`src/hdl/psd_pkg.sv`:
```
`timescale 1ns / 1ps
// ----------------------------------------------------------------------------
// psd_pkg
// Shared constants for the polyline source distributor.
// ----------------------------------------------------------------------------
package psd_pkg;

  localparam int SPM_WIDTH  = 16;
  localparam logic [SPM_WIDTH-1:0] SPM_RESET = 16'd256;

  // source count fits 7 bits (at most 64), twice the count fits 8 bits
  localparam int N_WIDTH    = 7;
  localparam int DIV_WIDTH  = 8;

  localparam int ADDR_WIDTH = 3;
  localparam int DATA_WIDTH = 32;

  // register index taken from paddr[2]
  localparam logic REG_SPM  = 1'b0;

endpackage

```
`src/hdl/polyline_source_distributor_unit.sv`:
```
`timescale 1ns / 1ps
// ----------------------------------------------------------------------------
// polyline_source_distributor_unit
// Splits polyline segments into evenly spaced point sources.
// ----------------------------------------------------------------------------
// A vertex that starts a line, or the first one after reset, is stored. Any
// other vertex closes a segment and is worked through bit-serially:
// differences, sum of squares by shift-and-add, square root at one result
// bit a cycle, scaling by the density, count and two passes of three
// parallel serial dividers. Then the sources leave one per cycle while
// out_ready is high; the next vertex is taken after the last source.
module polyline_source_distributor_unit #(
  parameter int MAX_SOURCES_PER_SEGMENT = 64,
  parameter int COORD_WIDTH             = 32
) (
  input  logic                                clk,
  input  logic                                rst,
  input  logic                                psel,
  input  logic                                penable,
  input  logic                                pwrite,
  input  logic [psd_pkg::ADDR_WIDTH-1:0]      paddr,
  input  logic [psd_pkg::DATA_WIDTH-1:0]      pwdata,
  output logic [psd_pkg::DATA_WIDTH-1:0]      prdata,
  output logic                                pready,
  input  logic                                in_valid,
  output logic                                in_ready,
  input  logic signed [COORD_WIDTH-1:0]       vertex_x,
  input  logic signed [COORD_WIDTH-1:0]       vertex_y,
  input  logic signed [COORD_WIDTH-1:0]       vertex_z,
  input  logic                                start_of_line,
  output logic                                out_valid,
  input  logic                                out_ready,
  output logic signed [COORD_WIDTH-1:0]       src_x,
  output logic signed [COORD_WIDTH-1:0]       src_y,
  output logic signed [COORD_WIDTH-1:0]       src_z,
  output logic                                last_of_segment,
  output logic                                count_saturated
);

  localparam int W   = COORD_WIDTH;
  localparam int MW  = W + 1;
  localparam int SW  = 2 * W + 2;
  localparam int LW  = W + 1;
  localparam int SPW = psd_pkg::SPM_WIDTH;
  localparam int PW  = LW + SPW;
  localparam int QW  = W + 2;
  localparam int CW  = $clog2(SW + 1);
  localparam int NW  = psd_pkg::N_WIDTH;
  localparam int DVW = psd_pkg::DIV_WIDTH;

  typedef enum logic [3:0] {
    S_IDLE, S_DIFF, S_SQUARE, S_SQRT, S_SCALE, S_COUNT, S_DIV0, S_DIV1, S_EMIT
  } state_t;

  state_t          state;
  logic [SPW-1:0]  spm;
  logic            have_prev;
  logic [W-1:0]    prev [3];
  logic [W-1:0]    cur  [3];
  logic [MW-1:0]   mag  [3];
  logic            neg  [3];
  logic [MW-1:0]   mag_d [3];
  logic            neg_d [3];
  logic [CW-1:0]   cnt;
  logic [1:0]      ax;
  logic [SW-1:0]   mcand;
  logic [MW-1:0]   mplier;
  logic [SW-1:0]   sumsq;
  logic [LW-1:0]   root;
  logic [LW:0]     rem;
  logic [LW+2:0]   sq_t;
  logic [LW+2:0]   sq_trial;
  logic            sq_ge;
  logic [LW-1:0]   root_next;
  logic [PW-1:0]   lenp;
  logic [PW-1:0]   pacc;
  logic [SPW-1:0]  sbits;
  logic [LW-1:0]   pq;
  logic [NW-1:0]   n;
  logic [NW-1:0]   k;
  logic            sat;
  logic            div_start;
  logic [DVW-1:0]  dsor;
  logic [QW-1:0]   dend [3];
  logic [QW-1:0]   dquo [3];
  logic [DVW-1:0]  drem [3];
  logic [2:0]      ddone;
  logic [QW-1:0]   qa [3];
  logic [DVW-1:0]  ra [3];
  logic [DVW-1:0]  rr [3];
  logic [W-1:0]    p  [3];
  logic [DVW-1:0]  rr_next [3];
  logic [W-1:0]    p_next  [3];
  logic            last;
  logic            cfg_wr;

  assign pready   = 1'b1;
  assign cfg_wr   = psel && penable && pwrite && pready;
  assign prdata   = (paddr[2] == psd_pkg::REG_SPM) ?
                    {{(psd_pkg::DATA_WIDTH - SPW){1'b0}}, spm} : '0;
  assign in_ready = (state == S_IDLE);
  assign dsor     = {n, 1'b0};
  assign last     = (k == n - 1'b1);

  assign src_x           = p[0];
  assign src_y           = p[1];
  assign src_z           = p[2];
  assign last_of_segment = last;
  assign count_saturated = sat;

  always_comb begin
    for (int a = 0; a < 3; a++) begin
      logic [MW-1:0] diff;
      diff     = {cur[a][W-1], cur[a]} - {prev[a][W-1], prev[a]};
      neg_d[a] = diff[MW-1];
      mag_d[a] = diff[MW-1] ? (~diff + 1'b1) : diff;
      dend[a]  = (state == S_DIV0) ? (QW'(mag[a]) + QW'(n)) : {mag[a], 1'b0};
    end
  end

  // square root: two radicand bits in, one root bit out per cycle
  assign sq_t      = {rem, sumsq[SW-1:SW-2]};
  assign sq_trial  = {1'b0, root, 2'b01};
  assign sq_ge     = sq_t >= sq_trial;
  assign root_next = {root[LW-2:0], sq_ge};

  assign pq = pacc[PW-1:SPW];

  // next source: running quotient and remainder by the per-step increment
  always_comb begin
    for (int a = 0; a < 3; a++) begin
      logic [DVW:0] rsum;
      logic         wrap;
      logic [W-1:0] inc;
      rsum       = {1'b0, rr[a]} + {1'b0, ra[a]};
      wrap       = rsum >= {1'b0, dsor};
      rr_next[a] = wrap ? DVW'(rsum - {1'b0, dsor}) : rsum[DVW-1:0];
      inc        = qa[a][W-1:0] + W'(wrap);
      p_next[a]  = neg[a] ? (p[a] - inc) : (p[a] + inc);
    end
  end

  for (genvar a = 0; a < 3; a++) begin : g_div
    psd_divider #(.DEND_WIDTH(QW)) u_div (
      .clk      (clk),
      .rst      (rst),
      .start    (div_start),
      .dividend (dend[a]),
      .divisor  (dsor),
      .quo      (dquo[a]),
      .rem      (drem[a]),
      .done     (ddone[a])
    );
  end

  always_ff @(posedge clk) begin
    if (rst) begin
      spm <= psd_pkg::SPM_RESET;
    end else if (cfg_wr && paddr[2] == psd_pkg::REG_SPM) begin
      spm <= pwdata[SPW-1:0];
    end
  end

  always_ff @(posedge clk) begin
    if (rst) begin
      state     <= S_IDLE;
      have_prev <= 1'b0;
      out_valid <= 1'b0;
      div_start <= 1'b0;
      for (int a = 0; a < 3; a++) prev[a] <= '0;
    end else begin
      div_start <= 1'b0;
      unique case (state)
        S_IDLE: begin
          if (in_valid) begin
            if (start_of_line || !have_prev) begin
              prev[0]   <= vertex_x;
              prev[1]   <= vertex_y;
              prev[2]   <= vertex_z;
              have_prev <= 1'b1;
            end else begin
              cur[0] <= vertex_x;
              cur[1] <= vertex_y;
              cur[2] <= vertex_z;
              state  <= S_DIFF;
            end
          end
        end
        S_DIFF: begin
          for (int a = 0; a < 3; a++) begin
            mag[a] <= mag_d[a];
            neg[a] <= neg_d[a];
          end
          mcand  <= SW'(mag_d[0]);
          mplier <= mag_d[0];
          sumsq  <= '0;
          cnt    <= CW'(MW);
          ax     <= 2'd0;
          state  <= S_SQUARE;
        end
        S_SQUARE: begin
          if (mplier[0]) sumsq <= sumsq + mcand;
          mcand  <= mcand << 1;
          mplier <= mplier >> 1;
          cnt    <= cnt - 1'b1;
          if (cnt == CW'(1)) begin
            if (ax == 2'd2) begin
              root  <= '0;
              rem   <= '0;
              cnt   <= CW'(LW);
              state <= S_SQRT;
            end else begin
              ax     <= ax + 1'b1;
              mcand  <= SW'(mag[ax + 1'b1]);
              mplier <= mag[ax + 1'b1];
              cnt    <= CW'(MW);
            end
          end
        end
        S_SQRT: begin
          root  <= root_next;
          rem   <= sq_ge ? (LW+1)'(sq_t - sq_trial) : sq_t[LW:0];
          sumsq <= sumsq << 2;
          cnt   <= cnt - 1'b1;
          if (cnt == CW'(1)) begin
            lenp  <= PW'(root_next);
            pacc  <= '0;
            sbits <= spm;
            cnt   <= CW'(SPW);
            state <= S_SCALE;
          end
        end
        S_SCALE: begin
          if (sbits[0]) pacc <= pacc + lenp;
          lenp  <= lenp << 1;
          sbits <= sbits >> 1;
          cnt   <= cnt - 1'b1;
          if (cnt == CW'(1)) state <= S_COUNT;
        end
        S_COUNT: begin
          if (pq > LW'(MAX_SOURCES_PER_SEGMENT)) begin
            n   <= NW'(MAX_SOURCES_PER_SEGMENT);
            sat <= 1'b1;
          end else begin
            n   <= (pq == '0) ? NW'(1) : NW'(pq);
            sat <= 1'b0;
          end
          div_start <= 1'b1;
          state     <= S_DIV0;
        end
        S_DIV0: begin
          if (&ddone) begin
            for (int a = 0; a < 3; a++) begin
              p[a]  <= neg[a] ? (prev[a] - dquo[a][W-1:0]) : (prev[a] + dquo[a][W-1:0]);
              rr[a] <= drem[a];
            end
            div_start <= 1'b1;
            state     <= S_DIV1;
          end
        end
        S_DIV1: begin
          if (&ddone) begin
            for (int a = 0; a < 3; a++) begin
              qa[a] <= dquo[a];
              ra[a] <= drem[a];
            end
            k         <= '0;
            out_valid <= 1'b1;
            state     <= S_EMIT;
          end
        end
        S_EMIT: begin
          if (out_ready) begin
            if (last) begin
              out_valid <= 1'b0;
              for (int a = 0; a < 3; a++) prev[a] <= cur[a];
              state <= S_IDLE;
            end else begin
              for (int a = 0; a < 3; a++) begin
                p[a]  <= p_next[a];
                rr[a] <= rr_next[a];
              end
              k <= k + 1'b1;
            end
          end
        end
        default: state <= S_IDLE;
      endcase
    end
  end

  a_no_input_while_emitting: assert property (@(posedge clk) disable iff (rst)
    out_valid |-> !in_ready)
    else $error("vertex request taken while sources pending");

  a_index_in_range: assert property (@(posedge clk) disable iff (rst)
    out_valid |-> (k < n))
    else $error("source index beyond segment count");

  a_sat_means_max: assert property (@(posedge clk) disable iff (rst)
    (out_valid && count_saturated) |-> (n == NW'(MAX_SOURCES_PER_SEGMENT)))
    else $error("saturation flag without clipped count");

  a_last_ends_segment: assert property (@(posedge clk) disable iff (rst)
    (out_valid && out_ready && last_of_segment) |=> !out_valid)
    else $error("source request after last of segment");

endmodule

```
`src/hdl/psd_divider.sv`:
```
`timescale 1ns / 1ps
// ----------------------------------------------------------------------------
// psd_divider
// Bit-serial restoring divider: one quotient bit per cycle, narrow divisor.
// ----------------------------------------------------------------------------
module psd_divider #(
  parameter int DEND_WIDTH = 34
) (
  input  logic                             clk,
  input  logic                             rst,
  input  logic                             start,
  input  logic [DEND_WIDTH-1:0]            dividend,
  input  logic [psd_pkg::DIV_WIDTH-1:0]    divisor,
  output logic [DEND_WIDTH-1:0]            quo,
  output logic [psd_pkg::DIV_WIDTH-1:0]    rem,
  output logic                             done
);

  localparam int DVW = psd_pkg::DIV_WIDTH;
  localparam int CW  = $clog2(DEND_WIDTH + 1);

  logic [CW-1:0]  cnt;
  logic           busy;
  logic [DVW:0]   trial;
  logic           ge;

  // next partial remainder takes the top dividend bit
  assign trial = {rem, quo[DEND_WIDTH-1]};
  assign ge    = trial >= {1'b0, divisor};

  always_ff @(posedge clk) begin
    if (rst) begin
      busy <= 1'b0;
      done <= 1'b0;
      cnt  <= '0;
    end else begin
      done <= 1'b0;
      if (start) begin
        busy <= 1'b1;
        cnt  <= CW'(DEND_WIDTH);
      end else if (busy) begin
        cnt <= cnt - 1'b1;
        if (cnt == CW'(1)) begin
          busy <= 1'b0;
          done <= 1'b1;
        end
      end
    end
  end

  always_ff @(posedge clk) begin
    if (start) begin
      quo <= dividend;
      rem <= '0;
    end else if (busy) begin
      quo <= {quo[DEND_WIDTH-2:0], ge};
      rem <= ge ? DVW'(trial - {1'b0, divisor}) : trial[DVW-1:0];
    end
  end

endmodule

```
`config.mk`:
```
export PLATFORM = sky130hd
export DESIGN_NAME = polyline_source_distributor_unit
export DESIGN_NICKNAME = d
export VERILOG_FILES = /design/src/hdl/psd_pkg.sv /design/src/hdl/polyline_source_distributor_unit.sv /design/src/hdl/psd_divider.sv
export SDC_FILE = /design/constraint.sdc
export NUM_CORES = 2
export LEC_CHECK = 0
export CORE_MARGIN = 10
export CORE_UTILIZATION = 35
export DETAILED_ROUTE_END_ITERATION = 7
export DONT_BUFFER_PORTS = 1
export PLACE_DENSITY = 0.47
export SLEW_MARGIN = 20
export SYNTH_ARGS = -nofsm -noshare
export SYNTH_HDL_FRONTEND = slang
export SYNTH_SLANG_ARGS = --single-unit
```
`constraint.sdc`:
```
create_clock -name clk -period 19.59 [get_ports clk]
set_clock_uncertainty 0.1 [all_clocks]
set_input_delay 1.959 -clock clk [delete_from_list [all_inputs] [get_ports clk]]
set_output_delay 1.959 -clock clk [all_outputs]
set_load 0.05 [all_outputs]
```
==> qor.yml <==
grt_max_degree: 87
wl_mm: 241
syn_area_um2: 77600
ff_latch_area_um2: 31600
yosysTopAreaCell: "edfxtp_1"
timing_worst_setup_path_type: "register to register"
holdBufCountCts: 0
antenna_found_initial: 21
start_kind: "register"
start_util: 0.353
vias: 61200
htreeDepth: 4
critPathCaptureType: "register"
wl_per_cell_um: 21.5
p_per_area_nw_per_um2: 112
syn_to_final_growth_pct: 9.89
grt-ovfl-total: 0
ys_seq_area_frac: 0.407
post_cts_resized: 0
io_buffers: 0
critical_path_arrival_ps: 9490
grt_pass1_vias: 57500
cp_max_fo: 12
gp_congestion: 0.904
setup_viol: 0
cts_buffers: 139
detail-route-antenna-nets: 0
die_x_um: 491
rrSetupSlack_ps: 10520
ys_seq_elements: 1077
io_pins: 272
r2r_end: "p[0][94]"
critPathCapture: "p[0][94]"
clock_latency_ps: 810
yosysWarnings: 0
timing.final.hold_violations: 0
drc: 0
drive_gt1_frac: 0.0485
die_h_um: 491
synth_enable_flop_cells: 1006
die_area_um2: 241000
layout.nets: 8848
clk_path_buf_depth: 3
totalNegativeSetupSlack_ps: 0
synthArstFlopShare: 0
clk_pin_slew_ps: 50
power_w: 0.00953
synthTopCellsByArea: "edfxtp_1 (39%), ha_1 (8.8%), xnor2_1 (5.9%), a21oi_1 (4.6%), nor2_1 (3.6%)"
syn_avg_cell_area_um2: 9.40
leakagePower_nw: 32.4
hold_path.class: "register to register"
dp_hpwl_mm: 183
crit_start: "ra[0][17]"
status: "finished clean"
worstMarginPinSlew_ps: 1090
slew_headroom: 0.268
rsz0062_at_grt: "false"
syn_inst: 8259
track_usage: 0.191
maxCapViolations: 0
drv_slew: 0
cp_common_cell: "ha_1"
cts-root-buf: "clkbuf_16"
max_freq_mhz: 110
cp_slowest_cell: "a2111oi_0"
ys_types: 91
synth_flop_cell: "edfxtp_1"
grt_pass1_wl_mm: 363
synth_top_area_share: 0.389
r2r_cells: 36
multiInputGateArea_um2: 43400
dpl_cell_area_um2: 80700
ir_worst_vdd_uv: 78.5
fin_crit_sh: 0.463
via_per_inst: 5.45
rr_startpoint: "ra[0][17]"
slowest_delay_ps: 590
nFillCells: 21900
min_period_ps: 9070
core-area_um2: 220000
fin_area_um2: 85300
num_rows: 172
cp.required_ps: 20020
cts.sinks: 1077
cts_tree: "yes"
postCtsSetupBuffers: 0
first_pass_iters: 5
initialDrtViolationCount: 4606
[worst max-delay path: cells and delay by family, from the launching register on]
| kind | cells | cell delay [ps] |
|---|---|---|
| DFF | 1 | 380 |
| adders and majority gates | 5 | 1690 |
| xor gates and xnor gates | 2 | 210 |
| and+or+nand+nor | 8 | 1760 |
| buffers and inverters | 1 | 120 |
| AOI/OAI and AO/OA | 19 | 4460 |
| muxes | 1 | 80 |
[cell families after synthesis]
group | after synthesis | share of synthesized area
fa+ha+maj | 566 | 0.0935
xor+xnor | 815 | 0.0920
mux | 154 | 0.0201
simple gates | 2581 | 0.158
compound gates | 2326 | 0.192
other cells | 2 | 0.0000967
buf+inv | 738 | 0.0366
flops | 1077 | 0.407
[registers in the layout (all words and copies together), names as in the netlist, 33 cells and up]
signal and flops:
cur 96, pacc 49, root 33, mcand 66
lenp 49, qa 96, mplier 33, mag 99
g_div.u_div.quo 102, prev 96, sumsq 66, p 96
rem 34
[where the power goes]
group          internal, W  switching [W]  leakage, nW  total [W]
clock              0.00152        0.00107         2.21    0.00259
sequential         0.00304       0.000333         9.93    0.00337
combinational      0.00135        0.00223         20.3    0.00357
[cell usage after synthesis (17+ instances only)]
library cell,count
a211o_1,33
a211oi_1,103
a21boi_0,24
a21o_1,292
a21oi_1,714
a221oi_1,19
a22o_1,106
a31oi_1,106
a41oi_1,20
and2_1,84
and3_1,126
and4_1,24
buf_1,28
buf_4,17
clkbuf_1,293
dfxtp_1,71
edfxtp_1,1006
fa_1,23
ha_1,543
inv_1,393
mux2i_1,139
nand2_1,718
nand2b_1,87
nand3_1,183
nand3b_1,21
nand4_1,104
nor2_1,744
nor2b_1,100
nor3_1,185
nor3b_1,17
nor4_1,48
o211ai_1,55
o21a_1,67
o21ai_0,471
o21bai_1,56
o31a_1,19
o31ai_1,49
or2_2,30
or3_1,50
or4_1,18
xnor2_1,520
xor2_1,294
[through the flow]
stage          instances   util  hold WS, ps  setup slack (ps)
3_3_place_gp       11000  0.367          346             10510
2_1_floorplan       8274      -          329              4880
4_1_cts            11200  0.387          374             10460
6_report           11200  0.387          370             10520
5_1_grt            11200  0.387          380              9530
3_5_place_dp       11000  0.367          359             10480
[layout by cell type, fill, tap and decap left out, types with 44 or more instances in the layout]
| cell type | count |
|---|---|
| or3_1 | 47 |
| o211ai_1 | 55 |
| a21o_1 | 292 |
| clkbuf_16 | 144 |
| a31oi_1 | 104 |
| nor2_1 | 738 |
| nand2_1 | 716 |
| edfxtp_1 | 1006 |
| and2_1 | 84 |
| nor3_1 | 179 |
| o21ai_0 | 471 |
| nand4_1 | 104 |
| o21bai_1 | 56 |
| a211oi_1 | 103 |
| nor4_1 | 44 |
| a21oi_1 | 714 |
| dfxtp_1 | 70 |
| xnor2_1 | 520 |
| nand3_1 | 182 |
| mux2i_1 | 139 |
| ha_1 | 542 |
| xor2_1 | 294 |
| and3_1 | 126 |
| o31ai_1 | 49 |
| o21a_1 | 66 |
| nor2b_1 | 100 |
| nand2b_1 | 87 |
| a22o_1 | 106 |
| buf_4 | 71 |
| inv_1 | 392 |
[routing by layer]
metal | part of all wire | vias up | track usage | wire (um)
met5 | 0.00080 | - | 0 | 194
met4 | 0.030 | 28 | 0.0618 | 7330
met3 | 0.061 | 286 | 0.0365 | 14700
met2 | 0.42 | 1425 | 0.284 | 102000
met1 | 0.49 | 29200 | 0.277 | 117000
li1 | - | 30200 | - | -
[final cells by class]
| cell class | count | area share |
|---|---|---|
| Multi-Input combinational cell | 6459 | 0.509 |
| Sequential cell | 1077 | 0.371 |
| Clock buffer | 174 | 0.0449 |
| Tap cell | 2958 | 0.0434 |
| Inverter | 393 | 0.0173 |
| Clock inverter | 77 | 0.00824 |
| Timing Repair Buffer | 73 | 0.00644 |
| Antenna cell | 10 | 0.000293 |
[how the worst min path moves through the flow]
stage	cells past startpoint	slack (ps)	startpoint	endpoint
final	2	370	have_prev	have_prev
after global routing	2	380	spm[15]	spm[15]
after CTS	2	370	have_prev	have_prev
after detailed placement	0	360	g_div[2].u_div.rem[7]	ra[0][23]
after global placement	2	350	have_prev	have_prev
after floorplan	2	330	have_prev	have_prev
Note: power is estimated with default switching activity, not from simulation.
